--- config.mk ---
export PLATFORM = sky130hd
export DESIGN_NAME = dwg_ctrl
export DESIGN_NICKNAME = d
export VERILOG_FILES = /design/src/sv/dwg_pkg.sv /design/src/sv/dwg_ctrl.sv
export SDC_FILE = /design/constraint.sdc
export NUM_CORES = 1
export LEC_CHECK = 0
export ABC_AREA = 1
export BUFFER_PORTS_ARGS = -buffer_cell sky130_fd_sc_hd__buf_2
export CAP_MARGIN = 30
export CORE_ASPECT_RATIO = 1.1
export CORE_UTILIZATION = 45
export DETAILED_ROUTE_END_ITERATION = 10
export PLACE_DENSITY = 0.79
export SLEW_MARGIN = 0
export SYNTH_ARGS = -nofsm -noshare
export SYNTH_HDL_FRONTEND = slang
export SYNTH_SLANG_ARGS = --single-unit
--- constraint.sdc ---
create_clock -name clock -period 2.4 [get_ports clock]
set_input_delay 0.48 -clock clock [delete_from_list [all_inputs] [get_ports clock]]
set_output_delay 0.48 -clock clock [all_outputs]
set_load 0.02 [all_outputs]
--- src/sv/dwg_pkg.sv ---
// Shared types, constants and helpers for the damped wave grid block.
// Used by dwg_ctrl, dwg_dp and damped_wave_grid_step; no dependencies.
package dwg_pkg;

   // Grid geometry and cell format
   localparam int GRID_X      = 128;
   localparam int GRID_Y      = 128;
   localparam int HEIGHT_BITS = 24;
   localparam int CELLS       = GRID_X * GRID_Y;
   localparam int NUM_LAYERS  = 3;
   localparam int LAYER_W     = 2;
   localparam int ADDR_W      = $clog2(CELLS);
   // raster counter also runs one row of lookahead past the last cell
   localparam int CNT_W       = $clog2(CELLS + GRID_X + 1);

   // Port field widths
   localparam int FUNC_W    = 3;
   localparam int XY_IN_W   = 7;
   localparam int VAL_W     = 24;
   localparam int COEF_W    = 16;
   localparam int RAD_W     = 3;
   localparam int CSR_IDX_W = 3;

   // Coordinate width wide enough for grid index, input index and radius
   localparam int XW      = $clog2(GRID_X);
   localparam int YW      = $clog2(GRID_Y);
   localparam int MAX_XY  = (XW > YW) ? XW : YW;
   localparam int CRD_W   = ((MAX_XY > XY_IN_W) ? MAX_XY : XY_IN_W) + 2;

   // Stencil arithmetic widths
   localparam int LAP_W   = HEIGHT_BITS + 2;
   localparam int DIF_W   = HEIGHT_BITS + 1;
   localparam int PRD_W   = LAP_W + COEF_W + 1;
   localparam int ACC_W   = HEIGHT_BITS + COEF_W + 5;
   localparam int FRAC_SH = COEF_W;
   localparam int RND_W   = ACC_W - FRAC_SH;
   localparam int HALF_LSB = 1 << (FRAC_SH - 1);

   // Saturation bounds
   localparam longint H_MAX = (longint'(1) << (HEIGHT_BITS - 1)) - 1;
   localparam longint H_MIN = -(longint'(1) << (HEIGHT_BITS - 1));
   localparam longint V_MAX = (longint'(1) << (VAL_W - 1)) - 1;
   localparam longint V_MIN = -(longint'(1) << (VAL_W - 1));

   // Register reset values
   localparam logic [COEF_W-1:0]       COEF_X_RST = 16'd16057;
   localparam logic [COEF_W-1:0]       COEF_Y_RST = 16'd16057;
   localparam logic [COEF_W-1:0]       DAMP_RST   = 16'd105;
   localparam logic signed [VAL_W-1:0] REST_RST   = 24'sd81920;
   localparam logic signed [VAL_W-1:0] SPLASH_RST = 24'sd110884;
   localparam logic [RAD_W-1:0]        RAD_RST    = 3'd2;

   // Request function codes
   typedef enum logic [FUNC_W-1:0] {
      FN_WRITE  = 3'd0,
      FN_SPLASH = 3'd1,
      FN_STEP   = 3'd2,
      FN_READ   = 3'd3,
      FN_CLEAR  = 3'd4
   } func_type;

   // Register indexes
   typedef enum logic [CSR_IDX_W-1:0] {
      CSR_COEF_X     = 3'd0,
      CSR_COEF_Y     = 3'd1,
      CSR_DAMPING    = 3'd2,
      CSR_REST       = 3'd3,
      CSR_SPLASH     = 3'd4,
      CSR_SPLASH_RAD = 3'd5
   } csr_idx_type;

   // Controller to datapath commands
   typedef struct packed {
      logic load;
      logic sweep;
      logic wr_cell;
      logic splash;
      logic step;
      logic respond;
      logic rotate;
   } dwg_cmd_type;

   // Datapath to controller status
   typedef struct packed {
      logic sweep_last;
      logic splash_last;
      logic step_last;
      logic pipe_busy;
   } dwg_sts_type;

   // Port value to stored cell width, saturating
   function automatic logic signed [HEIGHT_BITS-1:0] sat_to_h(
      input logic signed [VAL_W-1:0] v);
      logic signed [63:0] w;
      w = 64'(v);
      if (w > H_MAX) return HEIGHT_BITS'(H_MAX);
      else if (w < H_MIN) return HEIGHT_BITS'(H_MIN);
      else return HEIGHT_BITS'(w);
   endfunction

   // Stored cell to port value width, saturating
   function automatic logic signed [VAL_W-1:0] sat_to_val(
      input logic signed [HEIGHT_BITS-1:0] v);
      logic signed [63:0] w;
      w = 64'(v);
      if (w > V_MAX) return VAL_W'(V_MAX);
      else if (w < V_MIN) return VAL_W'(V_MIN);
      else return VAL_W'(w);
   endfunction

endpackage

--- src/sv/dwg_ctrl.sv ---
// Sequencer for the damped wave grid: dispatches requests, runs sweeps and steps.
// Depends on dwg_pkg.
module dwg_ctrl (
   input  logic                           clock,
   input  logic                           reset,
   input  logic                           start,
   input  logic [dwg_pkg::FUNC_W-1:0]     req_func,
   output logic                           busy,
   output dwg_pkg::dwg_cmd_type           cmd,
   input  dwg_pkg::dwg_sts_type           sts
);

   typedef enum logic [8:0] {
      ST_INIT   = 9'b000000001,
      ST_IDLE   = 9'b000000010,
      ST_WRITE  = 9'b000000100,
      ST_SPLASH = 9'b000001000,
      ST_STEP   = 9'b000010000,
      ST_DRAIN  = 9'b000100000,
      ST_READ   = 9'b001000000,
      ST_RESP   = 9'b010000000,
      ST_CLEAR  = 9'b100000000
   } state_type;

   state_type state_ff, state_in;

   // Next state and commands
   always_comb begin
      state_in = state_ff;
      cmd      = '0;
      unique case (state_ff)
         ST_INIT: begin
            cmd.sweep = 1'b1;
            if (sts.sweep_last) state_in = ST_IDLE;
         end
         ST_IDLE: begin
            if (start) begin
               cmd.load = 1'b1;
               unique case (req_func)
                  dwg_pkg::FN_WRITE:  state_in = ST_WRITE;
                  dwg_pkg::FN_SPLASH: state_in = ST_SPLASH;
                  dwg_pkg::FN_STEP:   state_in = ST_STEP;
                  dwg_pkg::FN_READ:   state_in = ST_READ;
                  dwg_pkg::FN_CLEAR:  state_in = ST_CLEAR;
                  default:            state_in = ST_RESP;
               endcase
            end
         end
         ST_WRITE: begin
            cmd.wr_cell = 1'b1;
            cmd.respond = 1'b1;
            state_in    = ST_IDLE;
         end
         ST_SPLASH: begin
            cmd.splash = 1'b1;
            if (sts.splash_last) begin
               cmd.respond = 1'b1;
               state_in    = ST_IDLE;
            end
         end
         ST_STEP: begin
            cmd.step = 1'b1;
            if (sts.step_last) state_in = ST_DRAIN;
         end
         ST_DRAIN: begin
            if (!sts.pipe_busy) begin
               cmd.respond = 1'b1;
               cmd.rotate  = 1'b1;
               state_in    = ST_IDLE;
            end
         end
         ST_READ: begin
            state_in = ST_RESP;
         end
         ST_RESP: begin
            cmd.respond = 1'b1;
            state_in    = ST_IDLE;
         end
         ST_CLEAR: begin
            cmd.sweep = 1'b1;
            if (sts.sweep_last) begin
               cmd.respond = 1'b1;
               state_in    = ST_IDLE;
            end
         end
         default: state_in = ST_IDLE;
      endcase
   end

   always_ff @(posedge clock) begin
      if (reset) begin
         state_ff <= ST_INIT;
      end else begin
         state_ff <= state_in;
      end
   end

   assign busy = (state_ff != ST_IDLE);

`ifndef NO_ASSERTIONS
   // an accepted item always leaves idle
   a_accept_busy: assert property (@(posedge clock) disable iff (reset)
      (start && !busy) |=> busy)
      else $error("accepted item did not raise busy");

   // back to idle only after a response or the power-up sweep
   a_idle_entry: assert property (@(posedge clock) disable iff (reset)
      $fell(busy) |-> ($past(cmd.respond) || $past(state_ff == ST_INIT)))
      else $error("returned to idle without a response");
`endif

endmodule

==> flow_metrics.env <==
export IMPL_detail_route_antenna_nets=0
export IMPL_avgSynthCellArea_um2=6.70
export IMPL_vias=731
export IMPL_switching_share=0.530
export IMPL_reg2reg_slack_ns=0.96
export IMPL_syn_nets=123
export IMPL_clkPwrFrac=0.102
export IMPL_start_util=0.480
export IMPL_cts_root_buf="clkbuf_4"
export IMPL_synth_area_um2=757
export IMPL_power_frac_comb=0.672
export IMPL_fin_nets=145
export IMPL_path_clk_slew_ns=0.06
export IMPL_fin_cells=151
export IMPL_maxSlewHeadroom=0.827
export IMPL_dr_pass1_iters=4
export IMPL_cts_tree="yes"
export IMPL_worst_setup_path_type="reg2out"
export IMPL_cp_start_kind="flop"
export IMPL_fin_worst_skew_ns=0.00229
export IMPL_insertion_delay_ns=0.25
export IMPL_yosys_warnings=0
export IMPL_viasPerCell=4.84
export IMPL_fin_crit_ns=1.91
export IMPL_nFillCells=164
export IMPL_drt_iter0_markers=8
export IMPL_htree_levels=1
export IMPL_grt_total_usage=0.184
export IMPL_diodes=0
export IMPL_dp_hpwl_mm=1.17
export IMPL_fmax_mhz=524
export IMPL_drt_drc_violations_left=0
export IMPL_multi_input_area_um2=484
export IMPL_wire_per_inst_um=9.03
export IMPL_rows=15
export IMPL_hold_viol=0
export IMPL_power_frac_seq=0.226
export IMPL_tightest_slew_ns=0.258
export IMPL_rsz0062_at_grt="no"
export IMPL_grt_ovfl_total=0
export IMPL_dp_cells=147
export IMPL_r2r_start="state_ff[6]$_SDFFE_PP0P_"
export IMPL_cts_setup_buffers=0
export IMPL_finish_utilization=0.564
export IMPL_critPathMaxFanout=6
export IMPL_setup_viol=0
export IMPL_outcome="completed"
export IMPL_clk_path_buf_depth=2
export IMPL_die_w_um=41.1
export IMPL_numCtsBuffers=3
export IMPL_ys_ff_latch=9
export IMPL_drv_cap=0
export IMPL_syn_instance_count=113
export IMPL_cts_sinks=9
export IMPL_p_leak_nw=0.482
export IMPL_worstSetupStartpoint="state_ff[3]$_SDFFE_PP0P_"
export IMPL_hp_start="state_ff[0]$_SDFFE_PP1P_"
export IMPL_peakVddDrop_v=0.000503
export IMPL_grt_max_degree=10
export IMPL_regArea_um2=180
export IMPL_cp_arrival_ns=1.43
export IMPL_reg_top3="state_ff: 9 flops"
export IMPL_core_mm2=0.00158
export IMPL_hold_path_class="reg2reg"
export IMPL_p_int_uw=516
export IMPL_routabilityCongestion=0.744
export IMPL_total_power_mw=1.10
export IMPL_ys_seq_area_frac=0.238
export IMPL_ios=18
export IMPL_required_ns=1.92
export IMPL_drive_gt1_frac=0.410
export IMPL_regMostFlops="state_ff"
export IMPL_area_growth_synth_to_final_pct=17.5
export IMPL_p_per_area_mw_per_mm2=1230
export IMPL_dieArea_mm2=0.00185
export IMPL_antenna_found_initial=0
export IMPL_post_cts_resized=0
export IMPL_routed_wl_mm=1.36
export IMPL_tns_ns=0
export IMPL_grt_pass1_vias=610
export IMPL_largest_reg_flops=9
export IMPL_grt_first_pass_wirelength_mm=2.33
export IMPL_switching_power_uw=582
export IMPL_crit_path_end_kind="primary output"
export IMPL_die_h_um=45.0
export IMPL_port_buffers=17
export IMPL_synth_distinct_cells=22
export IMPL_cts_hold_buf=0
export IMPL_slew_viol_final=0
export IMPL_period_share=0.796
## cells in the final DEF, fill, tap and decap left out, drive strengths merged
cell type / Yosys / routed
a211oi: 1 / 1
a21oi: 1 / 1
buf: 0 / 17
clkbuf: 0 / 4
clkinv: 1 / 1
dfxtp: 9 / 9
inv: 23 / 23
nand2: 30 / 30
nand3: 12 / 12
nand4: 1 / 1
nor2: 25 / 25
nor3: 5 / 5
nor4: 1 / 1
o21ai: 3 / 3
or2: 1 / 1
## stage by stage
| stage | setup slack (ns) | hold slack, ns | cell area, um2 |
|---|---|---|---|
| 2_1_floorplan | 0.630 | 0.474 | 757 |
| 3_3_place_gp | 0.792 | 0.489 | 863 |
| 3_5_place_dp | 0.759 | 0.490 | 863 |
| 4_1_cts | 0.487 | 0.499 | 890 |
| 5_1_grt | 0.303 | 0.513 | 890 |
| 6_report | 0.490 | 0.498 | 890 |
## final cells by class
type | count | area share
Multi-Input combinational cell | 80 | 0.544
Inverter | 24 | 0.104
Clock buffer | 4 | 0.0295
Sequential cell | 9 | 0.203
Tap cell | 17 | 0.0239
Timing Repair Buffer | 17 | 0.0956
## cells by family after synthesis
| family | synth area share |
|---|---|
| flops | 0.238 |
| compound gates | 0.0463 |
| buf+inv | 0.122 |
| simple gates | 0.593 |
## worst max-delay path: stages (launching register included)
cell and delay, ns:
dfxtp_1 0.36, nor2_4 0.13, nand2_2 0.08, nor2_4 0.14
nand2_1 0.07, nor2_1 0.12, a211oi_1 0.06, nand3_1 0.06
buf_2 0.16
## power groups by stage
stage / combinational, mW / clock (mW) / sequential [mW]
after floorplan: 0.628 / 0 / 0.242
after global placement: 0.739 / 0 / 0.248
after detailed placement: 0.745 / 0 / 0.251
after CTS: 0.746 / 0.113 / 0.248
after global routing: 0.838 / 0.122 / 0.255
final: 0.738 / 0.112 / 0.248
## synthesized netlist by cell type, drive strengths merged
library cell,count,area share
nand2,30,0.23
nor4,1,0.017
a21oi,1,0.0066
or2,1,0.0083
dfxtp,9,0.24
nor2,25,0.22
nand3,12,0.079
nor3,5,0.033
nand4,1,0.0083
clkinv,1,0.0050
o21ai,3,0.030
inv,23,0.12
a211oi,1,0.0099
## layer usage
layer,GRT usage,part of all wire,vias up
met2,0.322,0.50,21
met1,0.204,0.44,320
met3,0.0296,0.045,2
li1,-,-,388
met5,0,0,-
met4,0.0968,0.014,0
## worst paths after layout
check | endpoint | cells after the start
setup / recovery | cmd[1] | 8
hold / removal | state_ff[0]$_SDFFE_PP1P_ | 2
setup reg to reg | state_ff[2]$_SDFFE_PP0P_ | 10
hold reg to reg | state_ff[0]$_SDFFE_PP1P_ | 2
Power figures use the tool's default switching activity.
